### config.mk
export PLATFORM = sky130hd
export DESIGN_NAME = url_span_finder
export DESIGN_NICKNAME = d
export VERILOG_FILES = /design/src/usf_pkg.sv /design/src/usf_front.sv /design/src/usf_fifo.sv /design/src/usf_back.sv /design/src/url_span_finder.sv
export SDC_FILE = /design/constraint.sdc
export NUM_CORES = 1
export LEC_CHECK = 0
export BUFFER_PORTS_ARGS = -buffer_cell sky130_fd_sc_hd__buf_2
export CORE_MARGIN = 10
export CORE_UTILIZATION = 60
export CTS_CLUSTER_DIAMETER = 200
export DETAILED_ROUTE_END_ITERATION = 10
export PLACE_DENSITY = 0.78
export SLEW_MARGIN = 20
export SYNTH_ARGS = -nofsm -noshare
export SYNTH_HDL_FRONTEND = slang
export SYNTH_HIERARCHICAL = 1
export SYNTH_SLANG_ARGS = --single-unit
### constraint.sdc
create_clock -name clk -period 11.3 [get_ports clk]
set_clock_uncertainty 0.2 [all_clocks]
set_input_delay 1.13 -clock clk [delete_from_list [all_inputs] [get_ports clk]]
set_output_delay 1.13 -clock clk [all_outputs]
set_load 0.01 [all_outputs]
### src/usf_pkg.sv
// ----------------------------------------------------------------------------
// usf_pkg: shared types and helpers for the URL span finder
// Byte classes, queue entry layout, position width and output saturation.
// ----------------------------------------------------------------------------
package usf_pkg;

	// Width of the text position counter (8 to 32).
	localparam int POS_BITS = 16;
	// Width of the reported start and length fields.
	localparam int OUT_BITS = 16;

	// Decoupling queue between front and back.
	localparam int Q_DEPTH     = 2;
	localparam int Q_PTR_BITS  = (Q_DEPTH > 1) ? $clog2(Q_DEPTH) : 1;
	localparam int Q_CNT_BITS  = $clog2(Q_DEPTH + 1);

	localparam logic [POS_BITS-1:0] POS_MAX = {POS_BITS{1'b1}};

	typedef logic [POS_BITS-1:0] pos_t;
	typedef logic [OUT_BITS-1:0] out_t;

	// One classified byte as it travels from front to back.
	typedef struct packed {
		logic is_letter;
		logic is_url;
		logic is_colon;
		logic is_slash;
		logic last;
		pos_t pos;      // position of this byte
		pos_t end_pos;  // position + 1, saturated
	} beat_t;

	// Push side of the queue.
	typedef struct packed {
		logic  push;
		beat_t data;
	} q_wr_t;

	localparam logic [7:0] CH_COLON = 8'h3A;
	localparam logic [7:0] CH_SLASH = 8'h2F;

	function automatic logic is_letter(input logic [7:0] c);
		logic r;
		case (c) inside
			[8'h41:8'h5A], [8'h61:8'h7A]: r = 1'b1;
			default:                      r = 1'b0;
		endcase
		return r;
	endfunction

	// Letters, digits and ~;/?:@=&$-_.+!*'(),
	function automatic logic is_url_char(input logic [7:0] c);
		logic r;
		case (c) inside
			[8'h30:8'h39], [8'h41:8'h5A], [8'h61:8'h7A],
			8'h7E, 8'h3B, 8'h2F, 8'h3F, 8'h3A, 8'h40, 8'h3D,
			8'h26, 8'h24, 8'h2D, 8'h5F, 8'h2E, 8'h2B, 8'h21,
			8'h2A, 8'h27, 8'h28, 8'h29, 8'h2C: r = 1'b1;
			default:                           r = 1'b0;
		endcase
		return r;
	endfunction

	// Clamp a position-wide value to the output field width.
	function automatic out_t sat_out(input pos_t v);
		logic [POS_BITS+OUT_BITS-1:0] w;
		w = {{OUT_BITS{1'b0}}, v};
		if (w[POS_BITS+OUT_BITS-1:OUT_BITS] != '0)
			return {OUT_BITS{1'b1}};
		else
			return w[OUT_BITS-1:0];
	endfunction

endpackage

### src/usf_front.sv
// ----------------------------------------------------------------------------
// usf_front: input side of the URL span finder
// Takes text bytes, classifies them and tags each with its text position.
// ----------------------------------------------------------------------------
module usf_front (
	input  logic           clk,
	input  logic           arst_n,
	input  logic           in_valid,
	output logic           in_stall,
	input  logic [7:0]     ch,
	input  logic           last,
	input  logic           q_full,
	output usf_pkg::q_wr_t q_wr
);

	usf_pkg::pos_t pos_q;
	logic          accept;

	assign in_stall = q_full;
	assign accept   = in_valid && !q_full;

	// Position of the next byte; back to zero after the final byte.
	always_ff @(posedge clk or negedge arst_n) begin
		if (!arst_n) begin
			pos_q <= '0;
		end else if (accept) begin
			if (last)
				pos_q <= '0;
			else if (pos_q != usf_pkg::POS_MAX)
				pos_q <= pos_q + usf_pkg::pos_t'(1);
		end
	end

	always_comb begin
		q_wr.push           = accept;
		q_wr.data.is_letter = usf_pkg::is_letter(ch);
		q_wr.data.is_url    = usf_pkg::is_url_char(ch);
		q_wr.data.is_colon  = (ch == usf_pkg::CH_COLON);
		q_wr.data.is_slash  = (ch == usf_pkg::CH_SLASH);
		q_wr.data.last      = last;
		q_wr.data.pos       = pos_q;
		q_wr.data.end_pos   = (pos_q == usf_pkg::POS_MAX) ? pos_q
		                                                  : pos_q + usf_pkg::pos_t'(1);
	end

endmodule

### src/usf_fifo.sv
// ----------------------------------------------------------------------------
// usf_fifo: short queue between front and back
// Holds classified beats so either side can stall without the other.
// ----------------------------------------------------------------------------
module usf_fifo (
	input  logic           clk,
	input  logic           arst_n,
	input  usf_pkg::q_wr_t q_wr,
	output logic           full,
	input  logic           pop,
	output logic           empty,
	output usf_pkg::beat_t head
);

	usf_pkg::beat_t                    mem_q [usf_pkg::Q_DEPTH];
	logic [usf_pkg::Q_PTR_BITS-1:0]    wr_ptr_q;
	logic [usf_pkg::Q_PTR_BITS-1:0]    rd_ptr_q;
	logic [usf_pkg::Q_CNT_BITS-1:0]    cnt_q;

	localparam logic [usf_pkg::Q_PTR_BITS-1:0] PTR_LAST =
		usf_pkg::Q_PTR_BITS'(usf_pkg::Q_DEPTH - 1);
	localparam logic [usf_pkg::Q_CNT_BITS-1:0] CNT_FULL =
		usf_pkg::Q_CNT_BITS'(usf_pkg::Q_DEPTH);

	assign full  = (cnt_q == CNT_FULL);
	assign empty = (cnt_q == '0);
	assign head  = mem_q[rd_ptr_q];

	always_ff @(posedge clk) begin
		if (q_wr.push)
			mem_q[wr_ptr_q] <= q_wr.data;
	end

	always_ff @(posedge clk or negedge arst_n) begin
		if (!arst_n) begin
			wr_ptr_q <= '0;
			rd_ptr_q <= '0;
			cnt_q    <= '0;
		end else begin
			if (q_wr.push)
				wr_ptr_q <= (wr_ptr_q == PTR_LAST) ? '0
				            : wr_ptr_q + usf_pkg::Q_PTR_BITS'(1);
			if (pop)
				rd_ptr_q <= (rd_ptr_q == PTR_LAST) ? '0
				            : rd_ptr_q + usf_pkg::Q_PTR_BITS'(1);
			if (q_wr.push && !pop)
				cnt_q <= cnt_q + usf_pkg::Q_CNT_BITS'(1);
			else if (pop && !q_wr.push)
				cnt_q <= cnt_q - usf_pkg::Q_CNT_BITS'(1);
		end
	end

endmodule

### src/usf_back.sv
// ----------------------------------------------------------------------------
// usf_back: scan state and result stage of the URL span finder
// Tracks letter runs and the "://" separator, opens and closes URLs.
// ----------------------------------------------------------------------------
module usf_back (
	input  logic           clk,
	input  logic           arst_n,
	input  logic           empty,
	input  usf_pkg::beat_t head,
	output logic           pop,
	output logic           out_valid,
	input  logic           out_stall,
	output usf_pkg::out_t  url_start,
	output usf_pkg::out_t  url_length
);

	typedef enum logic [3:0] {
		SEP_NONE  = 4'b0001,
		SEP_COLON = 4'b0010,
		SEP_ONE   = 4'b0100,
		SEP_FULL  = 4'b1000
	} sep_t;

	sep_t          sep_q, sep_d;
	logic          prev_letter_q, prev_letter_d;
	logic          inside_q, inside_d;
	usf_pkg::pos_t run_start_q, run_start_d;
	usf_pkg::pos_t cand_q, cand_d;
	usf_pkg::pos_t open_q, open_d;

	logic          open_now, in_url, emit, out_free;
	usf_pkg::pos_t ustart, uend, ulen;

	usf_pkg::out_t start_q, length_q;
	logic          out_valid_q;

	assign open_now = !inside_q && (sep_q == SEP_FULL) && head.is_url;
	assign in_url   = inside_q || open_now;
	assign ustart   = open_now ? cand_q : open_q;
	assign emit     = in_url && (!head.is_url || head.last);
	// closing byte is excluded, a final URL byte is included
	assign uend     = head.is_url ? head.end_pos : head.pos;
	assign ulen     = (uend >= ustart) ? uend - ustart : '0;

	assign out_free = !out_valid_q || !out_stall;
	// beats that make no result pass even while a result waits
	assign pop      = !empty && (!emit || out_free);

	always_comb begin
		sep_d         = sep_q;
		prev_letter_d = prev_letter_q;
		inside_d      = inside_q;
		run_start_d   = run_start_q;
		cand_d        = cand_q;
		open_d        = open_q;
		if (head.last) begin
			sep_d         = SEP_NONE;
			prev_letter_d = 1'b0;
			inside_d      = 1'b0;
			run_start_d   = '0;
			cand_d        = '0;
			open_d        = '0;
		end else if (in_url && !emit) begin
			inside_d      = 1'b1;
			open_d        = ustart;
			sep_d         = SEP_NONE;
			prev_letter_d = 1'b0;
		end else begin
			inside_d = 1'b0;
			if (head.is_colon) begin
				if (prev_letter_q) begin
					sep_d  = SEP_COLON;
					cand_d = run_start_q;
				end else begin
					sep_d = SEP_NONE;
				end
			end else if (head.is_slash && sep_q == SEP_COLON) begin
				sep_d = SEP_ONE;
			end else if (head.is_slash && sep_q == SEP_ONE) begin
				sep_d = SEP_FULL;
			end else begin
				sep_d = SEP_NONE;
			end
			if (head.is_letter) begin
				if (!prev_letter_q)
					run_start_d = head.pos;
				prev_letter_d = 1'b1;
			end else begin
				prev_letter_d = 1'b0;
			end
		end
	end

	always_ff @(posedge clk or negedge arst_n) begin
		if (!arst_n) begin
			sep_q         <= SEP_NONE;
			prev_letter_q <= 1'b0;
			inside_q      <= 1'b0;
			run_start_q   <= '0;
			cand_q        <= '0;
			open_q        <= '0;
		end else if (pop) begin
			sep_q         <= sep_d;
			prev_letter_q <= prev_letter_d;
			inside_q      <= inside_d;
			run_start_q   <= run_start_d;
			cand_q        <= cand_d;
			open_q        <= open_d;
		end
	end

	always_ff @(posedge clk or negedge arst_n) begin
		if (!arst_n) begin
			out_valid_q <= 1'b0;
		end else if (pop && emit) begin
			out_valid_q <= 1'b1;
		end else if (!out_stall) begin
			out_valid_q <= 1'b0;
		end
	end

	always_ff @(posedge clk) begin
		if (pop && emit) begin
			start_q  <= usf_pkg::sat_out(ustart);
			length_q <= usf_pkg::sat_out(ulen);
		end
	end

	assign out_valid  = out_valid_q;
	assign url_start  = start_q;
	assign url_length = length_q;

endmodule

### src/url_span_finder.sv
// ----------------------------------------------------------------------------
// url_span_finder: streaming URL locator
// Finds "letters://url-chars" spans in a byte stream, reports start and length.
// ----------------------------------------------------------------------------
// Text comes in one byte per beat, last set on the final byte of a text;
// positions restart at zero after it. A URL opens at the first letter of the
// letter run just before "://" when the byte after the separator is a URL
// character (letters, digits, ~;/?:@=&$-_.+!*'(),), and closes at the first
// other byte (not included) or at the final byte (included). Each URL gives
// one output beat of url_start and url_length, both clamped to 65535;
// positions saturate at 2^POS_BITS-1. The block takes one byte every cycle
// while the queue is not full. The front classifies a byte and tags its
// position as it is accepted, a two-entry queue follows, and the back
// updates the scan state for one byte per cycle unless held as below; a
// result is registered when the back takes the byte that closed it. Only
// the single output register can hold the back: while a result waits there,
// bytes that close nothing keep flowing, and the next closing byte waits at
// the queue head; in_stall rises when the queue is full.
// ----------------------------------------------------------------------------
module url_span_finder (
	input  logic        clk,
	input  logic        arst_n,
	// byte channel
	input  logic        in_valid,
	output logic        in_stall,
	input  logic [7:0]  ch,
	input  logic        last,
	// result channel
	output logic        out_valid,
	input  logic        out_stall,
	output logic [15:0] url_start,
	output logic [15:0] url_length
);

	usf_pkg::q_wr_t q_wr;
	usf_pkg::beat_t q_head;
	logic           q_full;
	logic           q_empty;
	logic           q_pop;

	// classify and tag bytes
	usf_front u_front (
		.clk      (clk),
		.arst_n   (arst_n),
		.in_valid (in_valid),
		.in_stall (in_stall),
		.ch       (ch),
		.last     (last),
		.q_full   (q_full),
		.q_wr     (q_wr)
	);

	// decoupling queue
	usf_fifo u_fifo (
		.clk    (clk),
		.arst_n (arst_n),
		.q_wr   (q_wr),
		.full   (q_full),
		.pop    (q_pop),
		.empty  (q_empty),
		.head   (q_head)
	);

	// scan state and result register
	usf_back u_back (
		.clk        (clk),
		.arst_n     (arst_n),
		.empty      (q_empty),
		.head       (q_head),
		.pop        (q_pop),
		.out_valid  (out_valid),
		.out_stall  (out_stall),
		.url_start  (url_start),
		.url_length (url_length)
	);

	// queue never written while full
	a_no_overflow: assert property (@(posedge clk) disable iff (!arst_n)
		q_full |-> !q_wr.push)
		else $error("queue push while full");

	// queue never read while empty
	a_no_underflow: assert property (@(posedge clk) disable iff (!arst_n)
		q_empty |-> !q_pop)
		else $error("queue pop while empty");

	// a new result beat only follows a beat taken from the queue
	a_result_source: assert property (@(posedge clk) disable iff (!arst_n)
		$rose(out_valid) |-> $past(q_pop))
		else $error("result without a consumed beat");

	// back never idles with work queued and a free result register
	a_back_busy: assert property (@(posedge clk) disable iff (!arst_n)
		(!q_empty && !out_valid) |-> q_pop)
		else $error("back stalled without cause");

endmodule
Word level (Yosys, flattened, before mapping)
Memory sizes are Yosys's and may differ from the RTL's.
Cells that the tools add are included.
{ "word_totals": {"ff_bits": 107, "ramBits": 74, "input_bits": 13, "output_inout_bits": 34, "word_cells": 131, "memories": 1} }
{ "mem_list": {"columns": ["name", "words", "width", "rd", "rd_ports_with_merged_regs", "write_ports", "line_no", "text"], "rows": [
  ["u_fifo.mem_q", 2, 37, 1, 0, 1, "usf_fifo.sv:15", "usf_pkg::beat_t mem_q [usf_pkg::Q_DEPTH];"]
]} }
{ "op_classes": {"addsub": 6, "magnitude_cmp": 7, "eq_ne": 28, "muxes": 36, "n_reduce_logical": 40} }
{ "ops": {"columns": ["cell", "count"], "rows": [
  ["16-bit two-way mux", 15],
  ["8-bit by 6-bit == test with 1-bit output (second input constant)", 16],
  ["8-bit by 7-bit == test with 1-bit output (second input constant)", 3],
  ["22-bit OR reduction", 1],
  ["4-bit two-way mux", 5],
  ["16-bit by 1-bit adder with 16-bit output (second input constant)", 1],
  ["16-bit == test (second input constant)", 1],
  ["16-bit greater-or-equal comparator", 1],
  ["8-bit by 7-bit greater-or-equal comparator with 1-bit output (second input constant)", 2],
  ["8-bit by 7-bit less-or-equal comparator with 1-bit output (second input constant)", 2],
  ["16-bit != test (second input constant)", 1],
  ["16-bit subtractor", 1],
  ["1-bit logical AND", 14],
  ["1-bit two-way mux", 13],
  ["2-bit nonzero test", 6],
  ["1-bit logical NOT", 9],
  ["8-bit by 6-bit greater-or-equal comparator with 1-bit output (second input constant)", 1],
  ["8-bit by 6-bit less-or-equal comparator with 1-bit output (second input constant)", 1],
  ["4-bit AND reduction", 2],
  ["2-bit two-way mux", 3],
  ["2-bit by 1-bit != test with 1-bit output (second input constant)", 3],
  ["4-bit by 2-bit == test with 1-bit output (second input constant)", 1],
  ["4-bit by 3-bit == test with 1-bit output (second input constant)", 1],
  ["4-bit == test (second input constant)", 1],
  ["8 further kinds", 13]
]} }

Depth between registers and ports, before layout
{ "depth": {"depth_word": 11, "mapped_depth": 19, "mapped_depth_nobuf": 15} }

Modules after synthesis
Netlist, hierarchy kept.
{ "modules_own_cells": {"columns": ["module", "instances", "cells_per_inst", "area_per_inst_um2", "seq_area_each_um2"], "rows": [
  ["usf_back", 1, 531, 4968.5, 2338.5],
  ["usf_fifo", 1, 131, 2939.1, 2322.2],
  ["usf_front", 1, 191, 1526.5, 400.4]
]} }

Worst setup path before layout
OpenSTA, ideal clock, no wires.
{ "synth_path": {"path_kind": "register -> register", "startpoint": "reg u_fifo.rd_ptr_q", "endpoint": "reg u_back.length_q[11], in the netlist u_back/url_length[11] (data pin)", "setup_time_ns": 0.265, "t_arrival_ns": 4.035, "required_time_ns": 10.835, "slack_ns": 6.801, "stages_incl_launch_ff": 19, "n_path_buf": 4, "period_less_slack_ns": 4.499, "cell_sequence": "dfrtp_1 buf_6 buf_6 mux2_4 buf_4 nor4b_2 nand2_1 buf_1 nand2_1 nand2_1 ha_1 inv_1 nand3_1 a311oi_4 o21ai_1 a41o_1 o31ai_1 or4_1 nand3_1"} }
{ "synth_rtl": {"columns": ["element", "line_no", "text"], "rows": [
  ["start: declaration", "usf_fifo.sv:17", "logic [usf_pkg::Q_PTR_BITS-1:0] rd_ptr_q;"],
  ["start signal: assignment", "usf_fifo.sv:44", "rd_ptr_q <= (rd_ptr_q == PTR_LAST) ? '0"],
  ["end signal: assignment", "usf_back.sv:125", "length_q <= usf_pkg::sat_out(ulen);"],
  ["end: declaration", "usf_back.sv:34", "usf_pkg::out_t start_q, length_q;"]
]} }

==> metrics.yaml <==
status: "complete, no violations"
post-dp-hpwl_um: 13900
ys_seq_area_share_pct: 53.6
hold_viol: 0
p_leak_nw: 4.37
portBuffers: 46
diodes: 0
grt_max_degree: 76
initialDrtViolationCount: 636
overflow: 0
die_w_um: 145
place.gp.congestion: 0.928
clock.fmax_mhz: 171
relSlewSlack_pct: 28.8
ys_types: 83
period_minus_slack_ns: 5.85
die_area_um2: 21100
worstSetupPathType: "flop to flop"
htreeDepth: 4
layout_commonest_cell: "nand2_1"
p_per_area_nw_per_um2: 272
swShare_pct: 38.6
synth_cells: 853
regToRegEndpoint: "u_back/url_length[11]"
dr.pass1.iters: 5
start_util_pct: 61.6
wl_um: 19400
rrSetupSlack_ns: 5.45
antenna_found_initial: 0
critPathLaunchType: "flop"
io_pins: 47
ys_ff_latch: 181
reg2reg_depth: 14
syn_nets: 877
grt_pass1_wl_um: 32300
tns_ns: 0
coreArea_um2: 15300
met2_usage_pct: 28.8
syn_area_um2: 9430
finalCritPeriodShare_pct: 51.7
wl_per_cell_um: 17.8
yosys_warnings: 6
clk_pin_slew_ns: 0.06
cts_buffers: 17
drc: 0
pwr-share-seq_pct: 38.2
required_ns: 11.27
holdBufCountCts: 0
arrival_ns: 5.81
hold_end: "u_back/run_start_q[14]"
syn_area_per_cell_um2: 11.1
cts-root-buf: "clkbuf_16"
hold_depth: 2
num_vias: 6608
postRouteAntennaNets: 0
met1_usage_pct: 24.4
final_cell_mix: "nand2_1, edfxtp_1, dfrtp_1"
avgViaCountPerCell: 6.04
cts_tree: "done"
rsz0062_at_grt: "no"
max-vdd-ir-drop_mv: 0.134
clock_power_share_pct: 19.3
internal_power_mw: 1.71
cp_max_fo: 38
grt_use_met3_pct: 3.42
p_comb_share_pct: 42.5
maxCapViolations: 0
p_sw_mw: 1.08
finalNetCount: 894
std_cell_rows: 45
report.final.setup_viol: 0
hp-class: "flop to flop"
grt_pass1_vias: 6323
synth_edf_count: 106
insertion_delay_ns: 0.42
utilization_pct: 66.9
async_flop_share_pct: 41.4
worst_slew_pin_slew_ns: 1.07
cts_sinks: 181
grt_util_all_layers_pct: 18.3
maxSlewViolCount: 0
grt.busiest_layer: "met2"
cts.path.max_buffers: 2
synthFlopType: "edfxtp_1"
areaGrowthSynthToFinish_pct: 8.67
postCtsSetupBuffers: 0
rr_startpoint: "u_fifo/rd_ptr_q"
post_route_cells_drive_above_1_share_pct: 17.3
cts_resized: 0
crit_path_end_kind: "flop"
hold_path.startpoint: "u_back/run_start_q[14]"
die_height_um: 145
[cell type report]
type,instances,area [µm²]
Timing Repair Buffer,49,255
Sequential cell,181,5060
Inverter,25,93.8
Multi-Input combinational cell,596,4040
Clock inverter,3,18.8
Fill cell,1195,5060
Clock buffer,29,522
Tap cell,211,264
[flip-flops by register name, indices dropped and copies added (netlist names)]
name and cells:
u_back/cand_q 16, u_back/inside_q 1, u_back/open_q 16, u_back/out_valid 1, u_back/prev_letter_q 1, u_back/run_start_q 16, u_back/sep_q 4, u_back/url_length 16
u_back/url_start 16, u_fifo/cnt_q 2, u_fifo/mem_q 74, u_fifo/rd_ptr_q 1, u_fifo/wr_ptr_q 1, u_front/pos_q 16
[Yosys cell counts, types with 3 or more instances]
library cell  number  area [µm²]
nand2_1          144         541
edfxtp_1         106        3180
dfrtp_1           74        1850
nand3_1           52         260
nor2_1            40         150
o21ai_0           33         165
mux2_2            30         338
clkbuf_1          28         105
inv_1             23        86.3
xnor2_1           22         193
mux2_4            21         315
mux2i_1           21         210
a21oi_1           19        95.1
o31ai_1           18         135
nand2b_1          15        93.8
ha_1              11         138
nor3_1            11        55.1
o211ai_1          11        82.6
buf_2              9        45.0
nand4_1            9        56.3
a211oi_1           8        60.1
a31oi_1            8        50.1
and3_1             8        50.1
nor4_1             8        50.1
buf_4              7        52.6
xor2_1             7        61.3
a21o_1             6        45.0
a41oi_1            6        52.6
and2_1             6        37.5
o21a_1             6        45.0
nor2b_1            5        31.3
o21bai_1           4        30.0
a21boi_0           3        22.5
a41o_1             3        30.0
buf_1              3        11.3
buf_6              3        33.8
o311ai_0           3        26.3
or4_1              3        22.5
[critical path, stage by stage (launching register included)]
cell and delay, ns:
dfrtp_2 1.05, mux2_4 0.55, nor4b_2 0.75, nand2_1 0.68, nand2_1 0.22, nand2_1 0.12, ha_1 0.19, inv_1 0.07
nand3_1 0.13, a311oi_4 0.43, o21ai_1 0.16, a41o_1 0.29, o31ai_1 0.49, or4_1 0.19, nand3_1 0.07
[routing by layer]
metal | part of all wire, % | up-vias
met5 | 0 | -
met4 | 2.0 | 0
met3 | 5.1 | 39
met2 | 48 | 219
met1 | 45 | 3180
li1 | - | 3170
[power by group through the flow]
stage / Clock (mW) / Sequential (mW) / Combinational [mW]
after floorplan: 0 / 1.03 / 0.947
after global placement: 0 / 1.07 / 1.15
after detailed placement: 0 / 1.08 / 1.18
after CTS: 0.549 / 1.06 / 1.18
after global routing: 0.575 / 1.09 / 1.32
final: 0.539 / 1.06 / 1.18
[how the worst max path moves through the flow]
stage,startpoint,endpoint,slack [ns]
2_1_floorplan,u_fifo/rd_ptr_q,u_back/url_length[11],6.80
3_3_place_gp,u_fifo/rd_ptr_q,u_back/url_length[11],5.68
3_5_place_dp,u_fifo/rd_ptr_q,u_back/url_length[11],5.49
4_1_cts,u_fifo/rd_ptr_q,u_back/url_length[11],5.49
5_1_grt,u_fifo/rd_ptr_q,u_back/url_length[15],5.06
6_report,u_fifo/rd_ptr_q,u_back/url_length[11],5.45
[through the flow]
step / instances / power [mW] / hold slack (ns) / instance area, µm² / setup WS, ns
after global placement: 1062 / 2.22 / 0.250 / 9710 / 5.68
final: 1094 / 2.79 / 0.268 / 10300 / 5.45
after floorplan: 853 / 1.98 / 0.237 / 9430 / 6.80
after detailed placement: 1062 / 2.25 / 0.256 / 9710 / 5.49
after global routing: 1094 / 2.98 / 0.297 / 10300 / 5.06
after CTS: 1094 / 2.80 / 0.270 / 10200 / 5.49
[cells by family (layout without fill, tap and decap cells)]
logic type | count (synthesis) | count (layout) | share of synthesized area, %
buf+inv | 76 | 106 | 3.67
flops | 181 | 181 | 53.6
mux | 72 | 72 | 9.15
compound gates | 158 | 158 | 12.2
simple gates | 325 | 325 | 17.0
fa+ha+maj | 12 | 12 | 1.56
xor+xnor | 29 | 29 | 2.69
No activity file was read; power rests on OpenSTA's default activity.
